$ cat src/rtl/core/slsub_pkg.sv
// ----------------------------------------------------------------------------
// slsub_pkg
// Shared constants for the visible-span list: default sizes and command codes.
// ----------------------------------------------------------------------------
package slsub_pkg;

	localparam int MAX_SPANS_DEF = 16;
	localparam int ROW_BITS_DEF  = 10;

	// storage word holds {bottom, top}
	localparam int RAM_W_DEF     = 2 * ROW_BITS_DEF;
	localparam int RAM_DEPTH_DEF = 2 * MAX_SPANS_DEF;

	localparam logic [1:0] CMD_START    = 2'd0;
	localparam logic [1:0] CMD_SUBTRACT = 2'd1;
	localparam logic [1:0] CMD_READOUT  = 2'd2;

	localparam int COUNT_OUT_W = 5;

endpackage

$ cat src/rtl/core/span_list_subtract.sv
// ----------------------------------------------------------------------------
// span_list_subtract
// Visible-span list: start, occluder subtraction with compaction, readout.
// ----------------------------------------------------------------------------
// Start: status result is valid in the cycle after the input transfer.
// Subtract: SUB_ADDR, a SUB_CMP step per stored span, a SUB_LOW step per span split
//   in two, then the status result; one compare step and one RAM write port per cycle.
// Readout: RD_ADDR, RD_DATA, then OUT per span; the next span is read once OUT is taken.
// The block takes no input while a command is in work or its result waits.
// arst_n clears the sequencer, count, overflow and bank; span RAM is not reset.
// ----------------------------------------------------------------------------
module span_list_subtract #(
	parameter int MAX_SPANS = slsub_pkg::MAX_SPANS_DEF,
	parameter int ROW_BITS  = slsub_pkg::ROW_BITS_DEF,
	localparam int IN_W     = ((2 * ROW_BITS + 7) / 8) * 8,
	localparam int OUT_W    = ((2 * ROW_BITS + slsub_pkg::COUNT_OUT_W + 2 + 7) / 8) * 8
) (
	input  logic             clk,
	input  logic             arst_n,
	input  logic             s_axis_tvalid,
	output logic             s_axis_tready,
	// span_bottom, span_top
	input  logic [IN_W-1:0]  s_axis_tdata,
	// command
	input  logic [1:0]       s_axis_tuser,
	output logic             m_axis_tvalid,
	input  logic             m_axis_tready,
	// out_bottom, out_top, span_count, empty_res, overflow
	output logic [OUT_W-1:0] m_axis_tdata,
	// is_span
	output logic             m_axis_tuser,
	output logic             m_axis_tlast
);

	localparam int IDX_W = $clog2(MAX_SPANS);
	localparam int CW    = $clog2(MAX_SPANS + 1);
	localparam int RW    = 2 * ROW_BITS;
	localparam int AW    = IDX_W + 1;
	localparam int PADW  = OUT_W - RW - slsub_pkg::COUNT_OUT_W - 2;

	localparam logic [2:0] ST_IDLE     = 3'd0;
	localparam logic [2:0] ST_SUB_ADDR = 3'd1;
	localparam logic [2:0] ST_SUB_CMP  = 3'd2;
	localparam logic [2:0] ST_SUB_LOW  = 3'd3;
	localparam logic [2:0] ST_RD_ADDR  = 3'd4;
	localparam logic [2:0] ST_RD_DATA  = 3'd5;
	localparam logic [2:0] ST_OUT      = 3'd6;

	logic [2:0]          state_q;
	logic                bank_q;
	logic [CW-1:0]       count_q;
	logic [CW-1:0]       idx_q;
	logic [CW-1:0]       n_q;
	logic                ovf_q;
	logic [ROW_BITS-1:0] occ_bot_q;
	logic [ROW_BITS-1:0] occ_top_q;
	logic [ROW_BITS-1:0] low_bot_q;
	logic                is_span_q;
	logic                last_q;
	logic [ROW_BITS-1:0] out_bot_q;
	logic [ROW_BITS-1:0] out_top_q;

	logic                in_xfer;
	logic [ROW_BITS-1:0] in_bot;
	logic [ROW_BITS-1:0] in_top;
	logic [RW-1:0]       rd_data;
	logic [ROW_BITS-1:0] rd_bot;
	logic [ROW_BITS-1:0] rd_top;
	logic                miss;
	logic                above;
	logic                below;
	logic                push_en;
	logic [RW-1:0]       push_data;
	logic                has_room;
	logic                wr_en;
	logic [AW-1:0]       wr_addr;
	logic [RW-1:0]       wr_data;
	logic                adv;
	logic                go_low;
	logic [CW-1:0]       idx_inc;
	logic                idx_last;
	logic [CW-1:0]       n_nxt;
	logic [AW-1:0]       rd_addr;
	logic [31:0]         count_ext;

	assign in_xfer  = s_axis_tvalid && s_axis_tready;
	assign in_bot   = s_axis_tdata[ROW_BITS-1:0];
	assign in_top   = s_axis_tdata[RW-1:ROW_BITS];
	assign rd_bot   = rd_data[RW-1:ROW_BITS];
	assign rd_top   = rd_data[ROW_BITS-1:0];
	assign idx_inc  = idx_q + CW'(1);
	assign idx_last = (idx_inc == count_q);
	assign has_room = (n_q != CW'(MAX_SPANS));

	// compare step for the span now on the read port
	assign miss  = (rd_bot < occ_top_q) || (rd_top > occ_bot_q);
	assign above = rd_top < occ_top_q;
	assign below = rd_bot > occ_bot_q;

	always_comb begin
		push_en   = 1'b0;
		push_data = {rd_bot, rd_top};
		adv       = 1'b0;
		go_low    = 1'b0;
		if (state_q == ST_SUB_CMP) begin
			if (miss) begin
				push_en = 1'b1;
				adv     = 1'b1;
			end else if (above) begin
				push_en   = 1'b1;
				push_data = {occ_top_q, rd_top};
				go_low    = below;
				adv       = !below;
			end else if (below) begin
				push_en   = 1'b1;
				push_data = {rd_bot, occ_bot_q};
				adv       = 1'b1;
			end else begin
				adv = 1'b1;
			end
		end else if (state_q == ST_SUB_LOW) begin
			push_en   = 1'b1;
			push_data = {low_bot_q, occ_bot_q};
			adv       = 1'b1;
		end
	end

	always_comb begin
		if (in_xfer && s_axis_tuser == slsub_pkg::CMD_START) begin
			wr_en   = 1'b1;
			wr_addr = {bank_q, IDX_W'(0)};
			wr_data = {in_bot, in_top};
		end else begin
			wr_en   = push_en && has_room;
			wr_addr = {!bank_q, n_q[IDX_W-1:0]};
			wr_data = push_data;
		end
	end

	assign n_nxt = wr_en ? n_q + CW'(1) : n_q;

	// look one span ahead when the current one finishes this cycle
	assign rd_addr = adv ? {bank_q, idx_inc[IDX_W-1:0]} : {bank_q, idx_q[IDX_W-1:0]};

	slsub_ram #(
		.WIDTH(RW),
		.DEPTH(2 ** AW)
	) u_ram (
		.clk    (clk),
		.wr_en  (wr_en),
		.wr_addr(wr_addr),
		.wr_data(wr_data),
		.rd_addr(rd_addr),
		.rd_data(rd_data)
	);

	always_ff @(posedge clk or negedge arst_n) begin
		if (!arst_n) begin
			state_q <= ST_IDLE;
			bank_q  <= 1'b0;
			count_q <= '0;
			idx_q   <= '0;
			n_q     <= '0;
			ovf_q   <= 1'b0;
		end else begin
			unique case (state_q) inside
				ST_IDLE: begin
					if (in_xfer) begin
						idx_q <= '0;
						n_q   <= '0;
						state_q <= ST_OUT;
						case (s_axis_tuser)
							slsub_pkg::CMD_START: begin
								count_q <= CW'(1);
								ovf_q   <= 1'b0;
							end
							slsub_pkg::CMD_SUBTRACT: begin
								if (count_q != '0) begin
									state_q <= ST_SUB_ADDR;
								end
							end
							slsub_pkg::CMD_READOUT: begin
								if (count_q != '0) begin
									state_q <= ST_RD_ADDR;
								end
							end
							default: begin
							end
						endcase
					end
				end
				ST_SUB_ADDR: begin
					state_q <= ST_SUB_CMP;
				end
				ST_SUB_CMP, ST_SUB_LOW: begin
					n_q <= n_nxt;
					if (push_en && !has_room) begin
						ovf_q <= 1'b1;
					end
					if (go_low) begin
						state_q <= ST_SUB_LOW;
					end else if (idx_last) begin
						// swap banks: the new list becomes current
						bank_q  <= !bank_q;
						count_q <= n_nxt;
						state_q <= ST_OUT;
					end else begin
						idx_q   <= idx_inc;
						state_q <= ST_SUB_CMP;
					end
				end
				ST_RD_ADDR: begin
					state_q <= ST_RD_DATA;
				end
				ST_RD_DATA: begin
					state_q <= ST_OUT;
				end
				ST_OUT: begin
					if (m_axis_tready) begin
						if (last_q) begin
							state_q <= ST_IDLE;
						end else begin
							idx_q   <= idx_inc;
							state_q <= ST_RD_ADDR;
						end
					end
				end
				default: begin
					state_q <= ST_IDLE;
				end
			endcase
		end
	end

	// payload registers
	always_ff @(posedge clk) begin
		if (in_xfer) begin
			occ_bot_q <= in_bot;
			occ_top_q <= in_top;
			is_span_q <= 1'b0;
			last_q    <= 1'b1;
			out_bot_q <= '0;
			out_top_q <= '0;
		end
		if (go_low) begin
			low_bot_q <= rd_bot;
		end
		if (state_q == ST_RD_DATA) begin
			is_span_q <= 1'b1;
			last_q    <= idx_last;
			out_bot_q <= rd_bot;
			out_top_q <= rd_top;
		end else if ((state_q == ST_SUB_CMP || state_q == ST_SUB_LOW) && !go_low && idx_last) begin
			is_span_q <= 1'b0;
			last_q    <= 1'b1;
			out_bot_q <= '0;
			out_top_q <= '0;
		end
	end

	assign count_ext     = 32'(count_q);
	assign s_axis_tready = (state_q == ST_IDLE);
	assign m_axis_tvalid = (state_q == ST_OUT);
	assign m_axis_tuser  = is_span_q;
	assign m_axis_tlast  = last_q;
	assign m_axis_tdata  = {PADW'(0), ovf_q, (count_q == '0),
		count_ext[slsub_pkg::COUNT_OUT_W-1:0], out_top_q, out_bot_q};

endmodule

$ cat src/rtl/core/slsub_ram.sv
// ----------------------------------------------------------------------------
// slsub_ram
// Generic single-write, single-read RAM with registered read data.
// ----------------------------------------------------------------------------
module slsub_ram #(
	parameter int WIDTH = slsub_pkg::RAM_W_DEF,
	parameter int DEPTH = slsub_pkg::RAM_DEPTH_DEF,
	localparam int AW   = $clog2(DEPTH)
) (
	input  logic             clk,
	input  logic             wr_en,
	input  logic [AW-1:0]    wr_addr,
	input  logic [WIDTH-1:0] wr_data,
	input  logic [AW-1:0]    rd_addr,
	output logic [WIDTH-1:0] rd_data
);

	logic [WIDTH-1:0] mem_q [DEPTH];

	always_ff @(posedge clk) begin
		if (wr_en) begin
			mem_q[wr_addr] <= wr_data;
		end
		rd_data <= mem_q[rd_addr];
	end

endmodule
$ cat config.mk
export PLATFORM = sky130hd
export DESIGN_NAME = span_list_subtract
export DESIGN_NICKNAME = d
export VERILOG_FILES = /design/src/rtl/core/slsub_pkg.sv /design/src/rtl/core/span_list_subtract.sv /design/src/rtl/core/slsub_ram.sv
export SDC_FILE = /design/constraint.sdc
export NUM_CORES = 1
export LEC_CHECK = 0
export BUFFER_PORTS_ARGS = -buffer_cell sky130_fd_sc_hd__buf_4
export CAP_MARGIN = 20
export CORE_ASPECT_RATIO = 0.6
export CORE_MARGIN = 2
export CORE_UTILIZATION = 45
export CTS_BUF_LIST = sky130_fd_sc_hd__clkbuf_4
export CTS_CLUSTER_DIAMETER = 80
export CTS_CLUSTER_SIZE = 28
export DETAILED_ROUTE_END_ITERATION = 12
export PLACE_DENSITY = 0.6
export RECOVER_POWER = 50
export SYNTH_ARGS = -nofsm -noshare
export SYNTH_HDL_FRONTEND = slang
export SYNTH_SLANG_ARGS = --single-unit
$ cat constraint.sdc
create_clock -name clk -period 7.1 [get_ports clk]
set_input_delay 1.065 -clock clk [delete_from_list [all_inputs] [get_ports clk]]
set_output_delay 1.065 -clock clk [all_outputs]
set_load 0.03 [all_outputs]
Yosys cells after proc, flatten, opt, wreduce, memory -nomap -nowiden
Memory sizes are Yosys's and may differ from the RTL's. A register that Yosys moved wholly into a read port is not among the register bits.
Cells that the tools add are included.
{"block": "totals", "ff_bits": 72, "latch_bits": 0, "ram_bits": 640, "rom_bits": 0, "output_inout_bits": 36, "elab_cells": 123, "n_memories": 1}
{"block": "op_classes", "add_sub_neg": 2, "multipliers": 0, "div_mod_pow": 0, "n_lt_le_gt_ge": 4, "n_eq_ne": 18, "n_shift": 0, "mux": 57, "bitwise_logic": 1, "reduce_logical": 27}
{"name": "u_ram.mem_q", "words": 32, "width": 20, "rd": 1, "rd_clocked_by_memory_dff": 1, "write_ports": 1, "line_no": "slsub_ram.sv:18", "text": "logic [WIDTH-1:0] mem_q [DEPTH];"}
{"op": "20-bit two-way mux", "n": 5}
{"op": "5-bit two-way mux", "n": 11}
{"op": "10-bit two-way mux", "n": 5}
{"op": "1-bit two-way mux", "n": 22}
{"op": "10-bit greater-than comparator", "n": 2}
{"op": "10-bit less-than comparator", "n": 2}
{"op": "5-bit one-hot mux with 2 select lines", "n": 2}
{"op": "3-bit two-way mux", "n": 6}
{"op": "3-bit one-hot mux with 6 select lines", "n": 1}
{"op": "5-bit one-hot mux with 3 select lines", "n": 1}
{"op": "5-bit by 1-bit adder with 5-bit output, second input constant", "n": 2}
{"op": "2-bit != test, second input constant", "n": 5}
{"op": "3-bit == test, second input constant", "n": 3}
{"op": "3-bit by 2-bit == test with 1-bit output, second input constant", "n": 2}
{"op": "1-bit logical AND", "n": 6}
{"op": "2-bit by 1-bit != test with 1-bit output, second input constant", "n": 3}
{"op": "3-bit one-hot mux with 2 select lines", "n": 1}
{"op": "6-bit AND reduction", "n": 1}
{"op": "3-bit nonzero test", "n": 2}
{"op": "5-bit == test", "n": 1}
{"op": "5-bit zero test", "n": 1}
{"op": "5-bit != test, second input constant", "n": 1}
{"op": "5-bit AND reduction", "n": 1}
{"op": "5-bit nonzero test", "n": 1}
{"op": "other kinds (16)", "n": 22}

Logic depth before layout (Yosys ltp)
{"block": "logic_depth", "depth_word": 11, "mapped_depth": 16, "ltp_nobuf": 12}

Cells and area by module
From an unflattened synthesis, not the netlist that was laid out.
{"block": "hier_totals", "cells_unflattened": 1874, "hier_area_um2": 30297.8}
{"mod": "slsub_ram", "n_inst": 1, "cells_each": 1414, "area_per_inst_um2": 25553.3, "seq_area_each_um2": 19618.8}
{"mod": "span_list_subtract", "n_inst": 1, "cells_each": 460, "area_per_inst_um2": 4744.6, "seq_area_each_um2": 2052.0}

Least setup slack after synthesis
OpenSTA, ideal clock, no wires.
{"block": "synth_timing", "kind": "register to register", "from": "register occ_bot_q[9]", "to": "memory u_ram.mem_q[0][0] (netlist bit), data pin", "setup_time_ns": 0.454, "arrival_ns": 3.720, "required_ns": 6.646, "slack_ns": 2.926, "stages_incl_launch_ff": 13, "n_path_buf": 1, "cell_sequence": "edfxtp_1 > inv_1 > ha_1 > a21oi_2 > nand2_1 > nor4_1 > o22a_1 > and2_1 > nand2_1 > a21oi_1 > buf_1 > mux2i_1 > o21ai_0"}
{"block": "synth_between", "elab_chain_cells": 6, "word_cells_on_any_way": 8}
{"element": "start, declared", "line_no": "span_list_subtract.sv:55", "text": "logic [ROW_BITS-1:0] occ_bot_q;"}
{"element": "start signal, assigned", "line_no": "span_list_subtract.sv:238", "text": "occ_bot_q <= in_bot;"}
{"element": "10-bit greater-than comparator", "line_no": "span_list_subtract.sv:98", "text": "assign below = rd_bot > occ_bot_q;"}
{"element": "10-bit two-way mux", "line_no": "span_list_subtract.sv:114", "text": "end else if (below) begin"}
{"element": "20-bit two-way mux", "line_no": "span_list_subtract.sv:109", "text": "end else if (above) begin"}
{"element": "20-bit two-way mux (*)", "line_no": "span_list_subtract.sv:106", "text": "if (miss) begin"}
{"element": "20-bit two-way mux (*)", "line_no": "span_list_subtract.sv:105", "text": "if (state_q == ST_SUB_CMP) begin"}
{"element": "20-bit two-way mux (*)", "line_no": "span_list_subtract.sv:129", "text": "if (in_xfer && s_axis_tuser == slsub_pkg::CMD_START) begin"}
{"element": "net u_ram.wr_data[0]", "line_no": "slsub_ram.sv:13", "text": "input logic [WIDTH-1:0] wr_data,"}
{"element": "end, declared", "line_no": "slsub_ram.sv:18"}
The timed path passes the listed nets; every way through them passes the cells marked *.

Worst setup path in the final report
{"block": "layout_timing", "from": "register u_ram.rd_data[7], read port of u_ram.mem_q", "to": "memory u_ram.mem_q[16][0] (netlist bit), data pin"}
{"block": "layout_between", "elab_chain_cells": 5, "word_cells_on_any_way": 7}
{"element": "start, declared", "line_no": "slsub_ram.sv:15", "text": "output logic [WIDTH-1:0] rd_data"}
{"element": "10-bit less-than comparator / 10-bit greater-than comparator (equally long branches)", "line_no": "span_list_subtract.sv:97, span_list_subtract.sv:96"}
{"element": "20-bit two-way mux / 1-bit logical OR (equally long branches)", "line_no": "span_list_subtract.sv:109, span_list_subtract.sv:96"}
{"element": "20-bit two-way mux (*)", "line_no": "span_list_subtract.sv:106"}
{"element": "20-bit two-way mux (*)", "line_no": "span_list_subtract.sv:105"}
{"element": "20-bit two-way mux (*)", "line_no": "span_list_subtract.sv:129"}
{"element": "net u_ram.wr_data[0]", "line_no": "slsub_ram.sv:13"}
Marks and branches as above.

==> flow_summary.yaml <==
clock_tree:
  clk_pin_slew_ps: 270
  cts_resized: 0
  cts_sinks: 732
  cts-buffers-inserted: 31
  clockBufferDepth: 3
  cts_max_level: 1
  cts_tree: "done"
  clk_latency_ps: 1030
  post_cts_buffers: 0
  cts_root_buf: "clkbuf_4"
placement:
  hpwl_um: 56500
  place_ws_ps: 1550
  io_buffers: 56
  place.gp.congestion: 0.894
  place_area_um2: 34600
global_routing:
  grt_max_degree: 105
  grt_pass1_wl_um: 127000
  grt_antenna_before_repair: 5
  grt_overflow_total: 0
  grt_pass1_vias: 18900
  grt_usage_pct: 23.3
job:
  drv_cap: 17
logic_synthesis:
  yosys.area_share.adder_pct: 1.69
  synth.most_common_cell: "edfxtp_1"
  synth_simple_gate_area_share_pct: 7.14
  synth_seq_cells: 732
  synth_edf_count: 691
  synthFlopType: "edfxtp_1"
  synth_top_family_by_area: "compound AO/OA/AOI/OAI gates"
  ys_top_cells_by_area: "edfxtp_1 (64%), mux2i_1 (7.9%), a211oi_1 (3.2%), ha_1 (1.7%), nand2_1 (1.6%)"
  synth_xor_area_share_pct: 0.296
  netlist_area_um2: 32500
  synth_mux_area_share_pct: 10.1
  yosys.area.top_type: "edfxtp_1"
  syn_inst: 2278
  ys_types: 63
  postSynthAreaPerCell_um2: 14.3
  yosys_warnings: 0
  async_flop_share_pct: 2.73
  synth_common_cells: "edfxtp_1 (691), mux2i_1 (257), nand2_1 (140)"
  synth_top_area_share_pct: 63.8
  synth_compound_area_share_pct: 10.9
  ys_seq_area_share_pct: 66.6
sta:
  slew_headroom_pct: -70.6
  whs_ps: 263
  fin_skew_ps: 63.8
  period_share_pct: 86.3
  slew_viol_final: 427
  setup_tns_ps: 0
  rsz0062_at_grt: "false"
  finalWorstPathRequiredPeriod_ps: 6130
  max_freq_mhz: 163
  hold_viol: 0
  tightest_slew_ps: 2560
  fin_ws_ps: 971
  setup_violations: 0
worst_hold_path:
  min_path_type: "input pin to flop"
  worstHoldPathCells: 1
critical_path:
  criticalPathCategory: "flop to flop"
  crit_path_end_kind: "flop"
  start_kind: "flop"
  worstPathArrival_ps: 6660
  crit_fanout: 32
  required_ps: 7630
  ff2ff_path_depth: 11
detailed_routing:
  drc: 0
  vias: 19900
  drt_iter0_drc: 2277
  via_per_inst: 6.02
  dr.pass1.iters: 5
  wl_per_cell_um: 26.6
  antenna_left: 0
  totalWireLength_um: 88100
final_layout:
  final_cell_area_um2: 34900
  finalNetCount: 2379
  layout-drive-gt1-share_pct: 10.8
  area_growth_pct: 7.19
power:
  vdd_drop_max_mv: 0.599
  leakage_uw: 0.0116
  power_density_nw_per_um2: 501
die:
  dieArea_um2: 74500
  num_rows: 76
  coreArea_um2: 71600
  initial_core_util_pct: 45.4
  die_w_um: 351
  die_y_um: 212
  ios: 66
outcome:
  status: "finished, violations left"
  violations: "max-capacitance violations, max-slew violations"
## flip-flops by register name (all words and copies together), names as in the netlist, 3 cells and up
name and count:
state_q 3, occ_bot_q 10, count_q 5, low_bot_q 10, out_bot_q 10, u_ram.mem_q 640
out_top_q 10, u_ram.rd_data 20, n_q 5, occ_top_q 10, idx_q 5
## cell families after synthesis
logic type	Yosys count
xor gates and xnor gates	11
muxes	301
buffers and inverters	243
adders and majority gates	44
and+or+nand+nor	464
other	1
DFF	732
AOI/OAI and AO/OA	482
## critical path: stages, from the launching register on
cell,delay (ps)
dfxtp_1,550
ha_1,330
a21oi_1,160
nor2_1,90
nor4_1,410
o22a_1,370
and2_0,290
nand2_1,80
a21oi_1,1370
mux2i_1,210
o21ai_0,220
clkbuf_1,1500
## cells in the final DEF (no fill, tap or decap), types with 27 or more instances in the layout
cell,n
buf_4,71
inv_1,71
nor2_1,44
nor2b_1,48
clkbuf_1,68
o211ai_1,40
a211oi_1,139
clkbuf_4,52
o31a_1,38
nor2_2,29
mux2i_1,256
edfxtp_1,691
a21oi_1,72
ha_1,43
nand4_1,50
nand2_1,140
nand3_1,53
a22o_1,27
## routing by layer
metal | vias to the layer above | global-route usage [%] | wire length, um
met5 | - | 0 | 13
met4 | 2 | 3.79 | 1500
met3 | 86 | 4.75 | 7540
met2 | 728 | 35.0 | 38400
met1 | 10200 | 35.6 | 40700
li1 | 8960 | - | -
## per-stage QoR
stage,utilization (%),cells,total power (uW)
after floorplan,-,2282,12400
after global placement,48.1,3228,15600
after detailed placement,48.4,3237,15900
after CTS,49.0,3296,17400
after global routing,48.7,3308,18300
final,48.7,3311,17500
## layout make-up
class / count / area, um^2
flip-flops and latches: 732 / 21700
multi-input cells: 1307 / 10000
repair buffers: 161 / 1210
well taps: 975 / 1220
fillers: 6148 / 36700
inverters: 72 / 270
clock buffers: 49 / 368
clock inverters: 9 / 71.3
diodes: 6 / 15.0
## power by group
group          switching [uW]  internal, uW
registers                 366          6260
clock network            1250           330
logic                    6260          3020
## what timing repair did
item | 4_1_cts | 5_1_grt
hold endpoints to repair | 20 | 0
setup endpoints to repair | 0 | 0
hold buffers | 1 | 0
## final timing paths
check / from / to / slack (ps)
max: u_ram.rd_data[7]$_DFF_P_ / u_ram.mem_q[16][0]$_DFFE_PP_ / 970
min: s_axis_tdata[9] / occ_bot_q[9]$_DFFE_PP_ / 260
max reg2reg: u_ram.rd_data[7]$_DFF_P_ / u_ram.mem_q[16][0]$_DFFE_PP_ / 970
min reg2reg: m_axis_tuser$_SDFFE_PP1P_ / m_axis_tuser$_SDFFE_PP1P_ / 530
max in group asynchronous: arst_n / idx_q[0]$_DFFE_PN0P_ / 5480
min in group asynchronous: arst_n / ovf_q$_DFFE_PN0P_ / 800
No activity file was read; power rests on OpenSTA's default activity.
